## config.mk

```make
export PLATFORM = sky130hd
export DESIGN_NAME = sic_regfile
export DESIGN_NICKNAME = d
export VERILOG_FILES = /design/src/rtl/sic_pkg.sv /design/src/rtl/sic_regfile.sv
export SDC_FILE = /design/constraint.sdc
export NUM_CORES = 1
export LEC_CHECK = 0
export BUFFER_PORTS_ARGS = -buffer_cell sky130_fd_sc_hd__buf_2
export CORE_UTILIZATION = 55
export DETAILED_ROUTE_END_ITERATION = 12
export PLACE_DENSITY = 0.69
export SETUP_SLACK_MARGIN = 0.5
export SYNTH_ARGS = -nofsm -noshare
export SYNTH_HDL_FRONTEND = slang
export SYNTH_SLANG_ARGS = --single-unit
```

## constraint.sdc

```tcl
create_clock -name clk -period 1.9 [get_ports clk]
set_input_delay 0.475 -clock clk [delete_from_list [all_inputs] [get_ports clk]]
set_output_delay 0.475 -clock clk [all_outputs]
set_load 0.005 [all_outputs]
```

## src/rtl/sic_pkg.sv

```systemverilog
// Shared types, codes and sizes for the subset instruction core.
// No dependencies; the RTL files refer to it by scoped names and the testbench imports it.
`default_nettype none

package sic_pkg;

    // Data memory size in words; must stay a power of two (index is a bit slice).
    localparam int unsigned MEM_WORDS = 1024;
    localparam int unsigned MEM_AW    = $clog2(MEM_WORDS);

    // Result queue depth; also bounds the words in flight through the core.
    localparam int unsigned OUT_DEPTH = 4;
    localparam int unsigned OUT_AW    = $clog2(OUT_DEPTH);
    localparam int unsigned OUT_CNT_W = $clog2(OUT_DEPTH + 1);

    localparam int unsigned IN_TDATA_W  = 32;
    localparam int unsigned RES_W       = 32 + 1 + 4 + 32 + 1 + 1 + 1 + 1;
    localparam int unsigned OUT_TDATA_W = ((RES_W + 7) / 8) * 8;

    localparam logic [31:0] HALT_WORD = 32'hEF00_0011;

    typedef enum logic [1:0] {
        FMT_DP   = 2'd0,
        FMT_XFER = 2'd1,
        FMT_BR   = 2'd2,
        FMT_RSVD = 2'd3
    } fmt_t;

    // Data processing opcodes
    localparam logic [3:0] OP_AND = 4'd0;
    localparam logic [3:0] OP_EOR = 4'd1;
    localparam logic [3:0] OP_SUB = 4'd2;
    localparam logic [3:0] OP_ADD = 4'd4;
    localparam logic [3:0] OP_ADC = 4'd5;
    localparam logic [3:0] OP_CMP = 4'd10;
    localparam logic [3:0] OP_ORR = 4'd12;
    localparam logic [3:0] OP_MOV = 4'd13;
    localparam logic [3:0] OP_MVN = 4'd15;

    // Transfer codes, bits 25..20
    localparam logic [5:0] XOP_STR = 6'd24;
    localparam logic [5:0] XOP_LDR = 6'd25;

    // Branch conditions
    localparam logic [3:0] COND_EQ = 4'd0;
    localparam logic [3:0] COND_NE = 4'd1;
    localparam logic [3:0] COND_GE = 4'd10;
    localparam logic [3:0] COND_LT = 4'd11;
    localparam logic [3:0] COND_GT = 4'd12;
    localparam logic [3:0] COND_LE = 4'd13;
    localparam logic [3:0] COND_AL = 4'd14;

    typedef struct packed {
        logic n;
        logic z;
        logic c;
    } flags_t;

    typedef struct packed {
        logic [31:0] next_fetch;
        logic        reg_write_en;
        logic [3:0]  reg_index;
        logic [31:0] reg_value;
        logic        flag_n;
        logic        flag_z;
        logic        flag_c;
        logic        halted;
    } result_t;

    typedef struct packed {
        logic        en;
        logic [3:0]  idx;
        logic [31:0] data;
    } rf_wr_t;

    typedef struct packed {
        logic              wr;
        logic [MEM_AW-1:0] addr;
        logic [31:0]       data;
    } mem_req_t;

endpackage

`default_nettype wire

```

## src/rtl/sic_regfile.sv

```systemverilog
// 16 x 32 register file: two registered read ports, one write port.
// Valid bits make never-written registers read as zero. Uses sic_pkg.
`default_nettype none

module sic_regfile (
    input  wire logic            clk,
    input  wire logic            rst_n,
    input  wire logic [3:0]      raddr_a,
    input  wire logic [3:0]      raddr_b,
    output logic [31:0]          rdata_a,
    output logic [31:0]          rdata_b,
    input  wire sic_pkg::rf_wr_t wr
);

    logic [31:0] rf_reg [16];
    logic [15:0] vld_reg;
    logic [31:0] rdata_a_reg;
    logic [31:0] rdata_b_reg;

    always_ff @(posedge clk or negedge rst_n)
    begin
        if (!rst_n)
        begin
            vld_reg <= '0;
        end
        else if (wr.en)
        begin
            vld_reg[wr.idx] <= 1'b1;
        end
    end

    always_ff @(posedge clk)
    begin
        if (wr.en)
        begin
            rf_reg[wr.idx] <= wr.data;
        end
        rdata_a_reg <= vld_reg[raddr_a] ? rf_reg[raddr_a] : '0;
        rdata_b_reg <= vld_reg[raddr_b] ? rf_reg[raddr_b] : '0;
    end

    assign rdata_a = rdata_a_reg;
    assign rdata_b = rdata_b_reg;

endmodule

`default_nettype wire

```

Word-level counts from Yosys, hierarchy flattened

Memory sizes are Yosys's and may differ from the RTL's. A register that Yosys moved wholly into a read port is not among the register bits.
Cells that the tools add are included.

Memories kept: 1
Word-level logic and storage cells: 18
Memory bits (writable): 512
Bits in registers: 16
Output and inout bits: 64

Memory list:

| name   | depth | bits a word | rd ports | clocked after Yosys merged registers in | wr ports | RTL line          | text |
|---|---|---|---|---|---|---|---|
| rf_reg | 16    | 32          | 2        | 2                                       | 1        | sic_regfile.sv:15 | `logic [31:0] rf_reg [16];` |

Order comparisons: 4
Multiplexer cells: 8
Bitwise gates (word level): 1
Reduce and logical (&&, ||, !) cells: 3

Operator list:

| operator           | count |
|---|---|
| $or 16x16->16      | 1 |
| $lt 4x5->1 const B | 3 |
| $bmux 1 s4         | 2 |
| $mux 1             | 5 |
| $demux 1 s4        | 1 |
| $ge 4x1->1 const B | 1 |
| $logic_not 1->1    | 2 |
| $logic_and 1x1->1  | 1 |

Longest topological paths before layout

Depth after elaboration: 5
Depth in mapped cells: 6
Depth with buffers taken out: 4

Least setup slack after synthesis

No wires, ideal clock.

Path kind: input -> register
Start: input wr[34] (netlist bit)
End: memory rf_reg[0][0] (enable)
Data arrival time: 3223 ps
Cell stages on the path: 2
Setup slack: -1786 ps
Setup time: 463 ps
Cells stage by stage: or3b_2 > nor3_1

RTL lines:

| what            | RTL line          | text |
|---|---|---|
| start, declared | sic_regfile.sv:12 | `input wire sic_pkg::rf_wr_t wr` |
| end, declared   | sic_regfile.sv:15 |  |

Straight into the memory's write port.

Final worst setup path

Start: register vld_reg[13]
End: register rdata_b_reg[20] (netlist: rdata_b[20]), read port of rf_reg

Cells in the longest elaborated chain, start to end: 3

RTL lines:

| what                            | RTL line          | text |
|---|---|---|
| start, declared                 | sic_regfile.sv:16 | `logic [15:0] vld_reg;` |
| start signal, assigned          | sic_regfile.sv:24 | `vld_reg <= '0;` |
| start signal, assigned by index | sic_regfile.sv:28 | `vld_reg[wr.idx] <= 1'b1;` |
| $bmux 1 s4                      | sic_regfile.sv:39 | `rdata_b_reg <= vld_reg[raddr_b] ? rf_reg[raddr_b] : '0;` |
| $mux 1 (not written as such)    | sic_regfile.sv:39 |  |
| $logic_not 1->1 (no line)       | -                 |  |
| end, declared                   | sic_regfile.sv:18 | `logic [31:0] rdata_b_reg;` |

No other way between the ends. The select of a mux whose other input is x is not followed.
A chain may end at the register's enable or synchronous reset.

==> metrics.yaml <==
arrival_ps: 2250
critPathLaunch: "vld_reg[13]$_DFFE_PN0P_"
ant_nets: 0
timing.hold.ws_ps: 225
place_area_sq_um: 28300
crit_end: "rdata_b[20]$_SDFF_PN0_"
ios: 111
status: "complete, no violations"
dp_slack_ps: -139
root_buffer: "clkbuf_16"
layout_common_cells: "edfxtp_1, mux4_2, a22oi_1"
fp.dieArea_sq_um: 46900
reg2reg_from: "vld_reg[13]$_DFFE_PN0P_"
finalNetCount: 1453
r2r_cells: 5
worstPathMaxFanout: 8
rows: 78
gr-total-overflow: 0
clkTransAtPathRegs_ps: 60
initial_utilization_pct: 55.8
rsz0062_at_grt: "yes"
start_kind: "register"
firstDrtPassIters: 5
use_met2_pct: 44.6
grt_max_degree: 50
ys_types: 28
clock_latency_ps: 620
required_ps: 2390
max_cap_violations: 0
peakVddDrop_v: 0.000755
wl_per_cell_um: 31.1
met3_usage_pct: 5.85
largest_reg_flops: 512
slew_headroom_pct: 73.8
worst_setup_path_end_kind: "register"
drt_iter0_markers: 1352
pwr_density_cell_nw_per_um2: 977
numPlacedInstances: 1941
viasPerCell: 6.75
drt-total-wl_um: 64100
cts.sinks: 592
grt_pass1_wl_um: 93200
busiest_layer: "met2"
area.growth.synth_to_final_pct: 20.7
maxSlewViolCount: 0
netlist_instances: 1197
setup_tns_ps: 0
layout_worst_path_cycle_share_pct: 92.7
r2r_slack_ps: 140
grt_pass1_vias: 14300
period_minus_slack_ps: 1760
grtUsageTotal_pct: 27.9
remaining_drc_errors: 0
setup_viol: 0
fmaxAchievable_ghz: 0.568
place.gp.congestion: 0.777
layout_commonest_cell: "edfxtp_1"
portBuffers: 110
use_met1_pct: 39.2
cts_made_buffers: 60
synth_fp_nets: 1244
power_leakage_nw: 9.98
regToRegEndpoint: "rdata_b[20]$_SDFF_PN0_"
fin_ws_ps: 138
yosysSeqAreaShare_pct: 67.4
synth-seq-cells: 592
crit_type: "reg -> reg"
hpwlAfterDp_um: 38400
core_area_sq_um: 45400
worstMarginPinSlew_ps: 392
synth_warnings: 0
syn_area_per_cell_sq_um: 21.2
die_x_um: 217
htreeDepth: 2
cts_tree: "built"
fin_cells: 2060
antenna_found_initial: 5
drive_gt1_share_pct: 51.3
fin_area_sq_um: 30600
die_h_um: 217
hold_viol_final: 0
synth_area_sq_um: 25300
hold_class: "in -> reg"
clock_skew_ps: 19.4
clk_path_buf_depth: 3
num_vias: 13900
[kinds of logic (layout without fill, tap and decap cells)]
logic type	after synthesis	after routing	synth area share (%)
AND/OR/NAND/NOR	49	49	1.17
other	0	3	0
buffers and inverters	96	356	2.43
flip-flops	592	592	67.4
AO/OA/AOI/OAI	196	196	5.56
multiplexers	264	264	23.5
[routing by layer]
layer,wire [um],up-vias
li1,-,5656
met1,25700,7477
met2,31500,648
met3,5200,122
met4,1610,8
met5,54,-
[cells in the mapped netlist, drive strengths merged]
| cell type | n | area share (%) |
|---|---|---|
| a21oi | 64 | 1.6 |
| a22o | 4 | 0.21 |
| a22oi | 128 | 3.8 |
| and2 | 2 | 0.049 |
| buf | 67 | 2.0 |
| clkbuf | 29 | 0.44 |
| dfrtp | 16 | 1.6 |
| dfxtp | 64 | 5.1 |
| edfxtp | 512 | 61 |
| mux4 | 264 | 23 |
| nand2 | 1 | 0.015 |
| nand2b | 2 | 0.049 |
| nand3 | 1 | 0.020 |
| nand3b | 2 | 0.059 |
| nor2 | 16 | 0.37 |
| nor2b | 4 | 0.099 |
| nor3 | 4 | 0.079 |
| or2 | 16 | 0.40 |
| or3b | 1 | 0.035 |
[worst max-delay path, stage by stage, from the launching register on]
cell	delay [ps]
dfrtp_1	400
mux4_2	480
a22o_4	290
nor2_8	180
buf_12	210
a21oi_4	50
[how the worst min path moves through the flow]
stage | start | end | slack, ps | depth (start not counted)
4_1_cts | wr[13] | rf_reg[10][13]$_DFFE_PP_ | 190 | 1
2_1_floorplan | rst_n | vld_reg[0]$_DFFE_PN0P_ | 180 | 0
6_report | wr[25] | rf_reg[8][25]$_DFFE_PP_ | 230 | 1
3_3_place_gp | rst_n | vld_reg[10]$_DFFE_PN0P_ | 400 | 1
5_1_grt | wr[13] | rf_reg[10][13]$_DFFE_PP_ | 210 | 1
3_5_place_dp | rst_n | vld_reg[15]$_DFFE_PN0P_ | 400 | 1
[stage by stage]
step                utilization [%]  power [mW]
floorplan                         -        16.9
global placement               62.3        18.0
detailed placement             62.3        18.1
CTS                            67.0        29.9
global route                   67.3        30.7
finish                         67.3        29.8
[layout make-up]
cell class | count | area, sq um
well taps | 600 | 751
clock buffers | 77 | 1640
repair buffers | 243 | 2630
fillers | 2902 | 14800
flip-flops and latches | 592 | 17100
clock inverters | 36 | 355
multi-input cells | 509 | 8060
diodes | 3 | 7.51
[report_power, final]
group | internal (mW) | switching (mW) | total [mW]
registers | 14.7 | 0.253 | 14.9
logic | 1.55 | 1.56 | 3.11
clock network | 7.00 | 4.83 | 11.8
total | 23.2 | 6.64 | 29.8
[repair_timing]
action / in CTS / in global routing
hold buffers: 1 / 0
cloned: 0 / 1
endpoints found under the setup margin: 128 / 128
endpoints found under the hold margin: 16 / 0
buffers inserted: 1 / 0
gates resized for setup: 39 / 33
Power figures use the tool's default switching activity.
