**src/rtl/sic_pkg.sv**
```systemverilog
// Shared types, codes and sizes for the subset instruction core.
// No dependencies; the RTL files refer to it by scoped names and the testbench imports it.
`default_nettype none

package sic_pkg;

    // Data memory size in words; must stay a power of two (index is a bit slice).
    localparam int unsigned MEM_WORDS = 1024;
    localparam int unsigned MEM_AW    = $clog2(MEM_WORDS);

    // Result queue depth; also bounds the words in flight through the core.
    localparam int unsigned OUT_DEPTH = 4;
    localparam int unsigned OUT_AW    = $clog2(OUT_DEPTH);
    localparam int unsigned OUT_CNT_W = $clog2(OUT_DEPTH + 1);

    localparam int unsigned IN_TDATA_W  = 32;
    localparam int unsigned RES_W       = 32 + 1 + 4 + 32 + 1 + 1 + 1 + 1;
    localparam int unsigned OUT_TDATA_W = ((RES_W + 7) / 8) * 8;

    localparam logic [31:0] HALT_WORD = 32'hEF00_0011;

    typedef enum logic [1:0] {
        FMT_DP   = 2'd0,
        FMT_XFER = 2'd1,
        FMT_BR   = 2'd2,
        FMT_RSVD = 2'd3
    } fmt_t;

    // Data processing opcodes
    localparam logic [3:0] OP_AND = 4'd0;
    localparam logic [3:0] OP_EOR = 4'd1;
    localparam logic [3:0] OP_SUB = 4'd2;
    localparam logic [3:0] OP_ADD = 4'd4;
    localparam logic [3:0] OP_ADC = 4'd5;
    localparam logic [3:0] OP_CMP = 4'd10;
    localparam logic [3:0] OP_ORR = 4'd12;
    localparam logic [3:0] OP_MOV = 4'd13;
    localparam logic [3:0] OP_MVN = 4'd15;

    // Transfer codes, bits 25..20
    localparam logic [5:0] XOP_STR = 6'd24;
    localparam logic [5:0] XOP_LDR = 6'd25;

    // Branch conditions
    localparam logic [3:0] COND_EQ = 4'd0;
    localparam logic [3:0] COND_NE = 4'd1;
    localparam logic [3:0] COND_GE = 4'd10;
    localparam logic [3:0] COND_LT = 4'd11;
    localparam logic [3:0] COND_GT = 4'd12;
    localparam logic [3:0] COND_LE = 4'd13;
    localparam logic [3:0] COND_AL = 4'd14;

    typedef struct packed {
        logic n;
        logic z;
        logic c;
    } flags_t;

    typedef struct packed {
        logic [31:0] next_fetch;
        logic        reg_write_en;
        logic [3:0]  reg_index;
        logic [31:0] reg_value;
        logic        flag_n;
        logic        flag_z;
        logic        flag_c;
        logic        halted;
    } result_t;

    typedef struct packed {
        logic        en;
        logic [3:0]  idx;
        logic [31:0] data;
    } rf_wr_t;

    typedef struct packed {
        logic              wr;
        logic [MEM_AW-1:0] addr;
        logic [31:0]       data;
    } mem_req_t;

endpackage

`default_nettype wire

```
**src/rtl/sic_out_fifo.sv**
```systemverilog
// Small result queue between the execute pipeline and the output port.
// Uses sic_pkg for depth and entry type.
`default_nettype none

module sic_out_fifo (
    input  wire logic                       clk,
    input  wire logic                       rst_n,
    input  wire logic                       push,
    input  wire sic_pkg::result_t           push_data,
    input  wire logic                       pop,
    output sic_pkg::result_t                head,
    output logic                            not_empty,
    output logic [sic_pkg::OUT_CNT_W-1:0]   count
);

    sic_pkg::result_t                buf_reg [sic_pkg::OUT_DEPTH];
    logic [sic_pkg::OUT_AW-1:0]      wr_ptr_reg;
    logic [sic_pkg::OUT_AW-1:0]      rd_ptr_reg;
    logic [sic_pkg::OUT_CNT_W-1:0]   cnt_reg;
    logic [sic_pkg::OUT_CNT_W-1:0]   cnt_next;

    always_comb
    begin
        cnt_next = cnt_reg;
        if (push && !pop)
        begin
            cnt_next = cnt_reg + sic_pkg::OUT_CNT_W'(1);
        end
        else if (!push && pop)
        begin
            cnt_next = cnt_reg - sic_pkg::OUT_CNT_W'(1);
        end
    end

    always_ff @(posedge clk or negedge rst_n)
    begin
        if (!rst_n)
        begin
            wr_ptr_reg <= '0;
            rd_ptr_reg <= '0;
            cnt_reg    <= '0;
        end
        else
        begin
            cnt_reg <= cnt_next;
            if (push)
            begin
                wr_ptr_reg <= wr_ptr_reg + sic_pkg::OUT_AW'(1);
            end
            if (pop)
            begin
                rd_ptr_reg <= rd_ptr_reg + sic_pkg::OUT_AW'(1);
            end
        end
    end

    always_ff @(posedge clk)
    begin
        if (push)
        begin
            buf_reg[wr_ptr_reg] <= push_data;
        end
    end

    assign head      = buf_reg[rd_ptr_reg];
    assign not_empty = (cnt_reg != '0);
    assign count     = cnt_reg;

endmodule

`default_nettype wire

```
**config.mk**
```make
export PLATFORM = sky130hd
export DESIGN_NAME = sic_out_fifo
export DESIGN_NICKNAME = d
export VERILOG_FILES = /design/src/rtl/sic_pkg.sv /design/src/rtl/sic_out_fifo.sv
export SDC_FILE = /design/constraint.sdc
export NUM_CORES = 1
export LEC_CHECK = 0
export BUFFER_PORTS_ARGS = -buffer_cell sky130_fd_sc_hd__buf_2
export CORE_ASPECT_RATIO = 0.8
export CORE_MARGIN = 4
export CORE_UTILIZATION = 44
export CTS_BUF_LIST = sky130_fd_sc_hd__clkbuf_8
export DETAILED_ROUTE_END_ITERATION = 8
export MAX_ROUTING_LAYER = met4
export PLACE_DENSITY = 0.71
export REMOVE_ABC_BUFFERS = 1
export SETUP_SLACK_MARGIN = 0.2
export SLEW_MARGIN = 20
export SYNTH_ARGS = -nofsm -noshare
export SYNTH_HDL_FRONTEND = slang
export SYNTH_SLANG_ARGS = --single-unit
```
**constraint.sdc**
```tcl
create_clock -name clk -period 4.2 [get_ports clk]
set_clock_uncertainty 0.2 [all_clocks]
set_input_delay 1.26 -clock clk [delete_from_list [all_inputs] [get_ports clk]]
set_output_delay 1.26 -clock clk [all_outputs]
set_load 0.02 [all_outputs]
```
After elaboration in Yosys (flattened, before gate mapping)
Memories as Yosys holds them, arrays and structs flattened.
Cells that the tools add are included.
W data, S select, Z words.
Storage, ports and cells
  bits in registers: 7
  RAM bits: 292
  bits of input ports: 77
  output and inout port bits: 77
  logic and storage cells: 18
  memories: 1
Memory list
  buf_reg: words 4, bits a word 73, read ports 1, clocked after Yosys merged registers in 0, write ports 1, RTL line sic_out_fifo.sv:16  | sic_pkg::result_t buf_reg [sic_pkg::OUT_DEPTH];
Cells by class
  $add $sub $neg: 4
  mux-type cells: 4
  reduce and logical (&&, ||, !) cells: 6
Operator list (count)
  $mux W3: 2
  $add A2 B1 Y2 const B: 2
  $add A3 B1 Y3 const B: 1
  $reduce_bool A3 Y1: 1
  $sub A3 B1 Y3 const B: 1
  $logic_and A1 B1 Y1: 2
  $logic_not A1 Y1: 2
  $mux W1: 2
  $reduce_bool A2 Y1: 1

Longest topological paths before layout
  word-level depth: 4
  gate-level depth with buffers: 7
  gate-level depth less buffers: 7

Worst setup path after synthesis
No wires, ideal clock.
  kind: input port to flip-flop
  start point: input port push
  end point: memory buf_reg[2][0] (netlist bit), enable pin
  setup time: 0.439 ns
  data arrival time: 2.967 ns
  data required time: 3.561 ns
  setup slack: 0.594 ns
  stages: 1
  path buffers: 0
  cells stage by stage: and2_1
On the way
  word-level cells in the longest chain between the ends: 2
RTL lines
  start, declared: RTL line sic_out_fifo.sv:8  | input wire logic push,
  $mux W1: RTL line sic_out_fifo.sv:59  | if (push)
  $mux W1 (implied by the code): RTL line sic_out_fifo.sv:61  | buf_reg[wr_ptr_reg] <= push_data;
  end, declared: RTL line sic_out_fifo.sv:16
No other way between the ends.

==> impl_metrics.yaml <==
logic_synthesis:
  ys_seq_elements: 299
  seq_area_frac_synth_pct: 81.9
  synth_most_common_cell: "edfxtp_1"
  yosysUniqueCellTypes: 18
  synthFlopType: "edfxtp_1"
  ys_warn_count: 0
  syn_area_per_cell_um2: 26.4
  ys_top_cells_by_count: "edfxtp_1, mux4_2, buf_2, dfrtp_1, buf_6"
  ys_top_cells_by_area: "edfxtp_1, mux4_2, dfrtp_1"
  synthArstFlopShare_pct: 2.34
  synth_top_area_share_pct: 80.3
  syn-cell-area_um2: 10900
  synth_edf_count: 292
  synth.largest_area_cell: "edfxtp_1"
  synthCells: 414
pwr:
  power_mw: 9.12
  power.leakage_nw: 4.45
  ir_drop_mv: 0.455
  pwr_density_cell_nw_per_um2: 706
cells_and_area:
  regArea_um2: 8950
  nets: 691
  fillers: 1922
  fin_area_um2: 12900
  area_delta_synth_final_pct: 18.2
  largest_register_ffs: 292
  multiInputGateArea_um2: 1850
  drive_gt1_share_pct: 46.4
global_routing:
  grt_max_degree: 45
  grt-ovfl-total: 0
  antenna_found_initial: 3
  grt_pass1_wl_mm: 31.9
  gr-usage-all-layers_pct: 15.8
  grt_pass1_vias: 5553
route:
  drc: 0
  dr_total_vias: 5008
  wire_per_inst_um: 21.7
  initialDrtViolationCount: 308
  viasPerCell: 5.24
  ant_nets: 0
  drt_first_pass_iters: 5
  finalWirelength_mm: 20.7
timing:
  final-setup-viol-count: 0
  whs_ns: 0.294
  fin_crit_sh_pct: 90.3
  rsz0062_at_grt: "no"
  max_freq_mhz: 264
  timing.slew.headroom_pct: 60.5
  final-hold-violation-count: 0
  worst_slew_pin_slew_ns: 0.593
  drv_slew: 0
  layout_min_cycle_time_ns: 3.79
  finalSetupTns_ns: 0
  layout_setup_ws_ns: 0.406
cts:
  cts-resized-gates: 0
  cts_tree: "done"
  clock-root-buffer: "clkbuf_8"
  clock_path_buffers: 3
  clock_latency_ns: 0.53
  postCtsSetupBuffers: 0
  clk_pin_slew_ns: 0.07
  cts_buffers: 45
  htreeDepth: 2
  hold_buffers: 0
  cts.sinks: 299
critical_path:
  critPathKind: "reg2out"
  cp_max_fo: 23
  arrival_ns: 2.33
  worst_setup_path_end_kind: "output pin"
  timing.rr.end: "buf_reg[0][13]"
  worstRegToRegCells: 4
  start_kind: "flop"
  ff2ff_setup_slack_ns: 2.11
  critPathRequiredTime_ns: 2.74
  timing.rr.start: "wr_ptr_reg[0]"
placement:
  io_buffers: 153
  finalWeightedCongestion: 0.816
  dpl.hpwl_mm: 12.8
  dp_slack_ns: 0.900
  postPlaceCellArea_um2: 12100
worst_hold_path:
  hold_path_class: "reg2reg"
  hold_depth: 1
  whs_endpoint: "count[2]"
  min_from: "count[2]"
floorplanning:
  num_rows: 51
  start_util_pct: 44.8
  pin_count: 154
  die-area_um2: 27400
  coreArea_um2: 24400
  die_w_um: 184
  die_h_um: 149
job:
  max_cap_violations: 0
status:
  status: "complete, no violations"
==> report_power, final <==
| part | total (mW) | leakage [nW] | internal [mW] | switching [mW] |
|---|---|---|---|---|
| Clock | 2.03 | 0.429 | 1.02 | 1.01 |
| Sequential | 4.15 | 2.76 | 3.91 | 0.246 |
| Combinational | 2.93 | 1.26 | 1.23 | 1.70 |
| Total | 9.12 | 4.45 | 6.16 | 2.96 |
==> final cells by class <==
type | instances | share of cell area [%]
diodes | 4 | 0.0776
repair buffers | 163 | 7.19
clock buffers | 47 | 5.01
inverters | 4 | 0.116
clock inverters | 26 | 0.834
multi-input cells | 95 | 14.3
well taps | 318 | 3.08
flip-flops and latches | 299 | 69.4
==> worst max-delay path, stage by stage (launching register included) <==
cell and delay, ns:
dfrtp_4 0.75, buf_4 0.32, mux4_2 0.54, buf_2 0.18
==> logic make-up after synthesis <==
family	share of synthesized area (%)
AND/OR/NAND/NOR	0.390
adder cells (fa/ha/maj)	0.756
flip-flops	81.9
multiplexers	15.2
XOR/XNOR	0.481
buffers and inverters	1.25
AO/OA/AOI/OAI	0.0458
==> placed cells by master, fill, tap and decap left out, drive strengths merged <==
cell type and n:
edfxtp 292, diode 4, or3 1, xor2 4, buf 163, xnor2 2, clkinvlp 2, clkinv 11
fa 1, dfrtp 7, clkbuf 47, inv 17, nor2 1, and2 4, ha 5, mux2 1
nand2 2, o21ai 1, mux4 73
==> per-stage QoR <==
stage / util, % / cells
after floorplan: - / 398
after global placement: 49.8 / 879
after detailed placement: 49.8 / 879
after CTS: 52.9 / 952
after global routing: 52.9 / 955
final: 52.9 / 956
==> layer usage <==
layer / share of wire, % / track usage, %
met3: 8.4 / 4.36
met1: 42 / 21.4
met2: 47 / 24.0
met4: 1.9 / 4.14
met5: 0 / -
==> how the worst max path moves through the flow <==
stage | to | slack [ns] | from | cells past startpoint
after floorplan | head[0] | -0.92 | rd_ptr_reg[0] | 1
after global placement | head[2] | 0.93 | rd_ptr_reg[0] | 3
after detailed placement | head[46] | 0.90 | rd_ptr_reg[0] | 3
after CTS | head[46] | 0.31 | rd_ptr_reg[0] | 3
after global routing | head[46] | 0.25 | rd_ptr_reg[0] | 3
final | head[46] | 0.41 | rd_ptr_reg[0] | 3
Note: power is estimated with default switching activity, not from simulation.
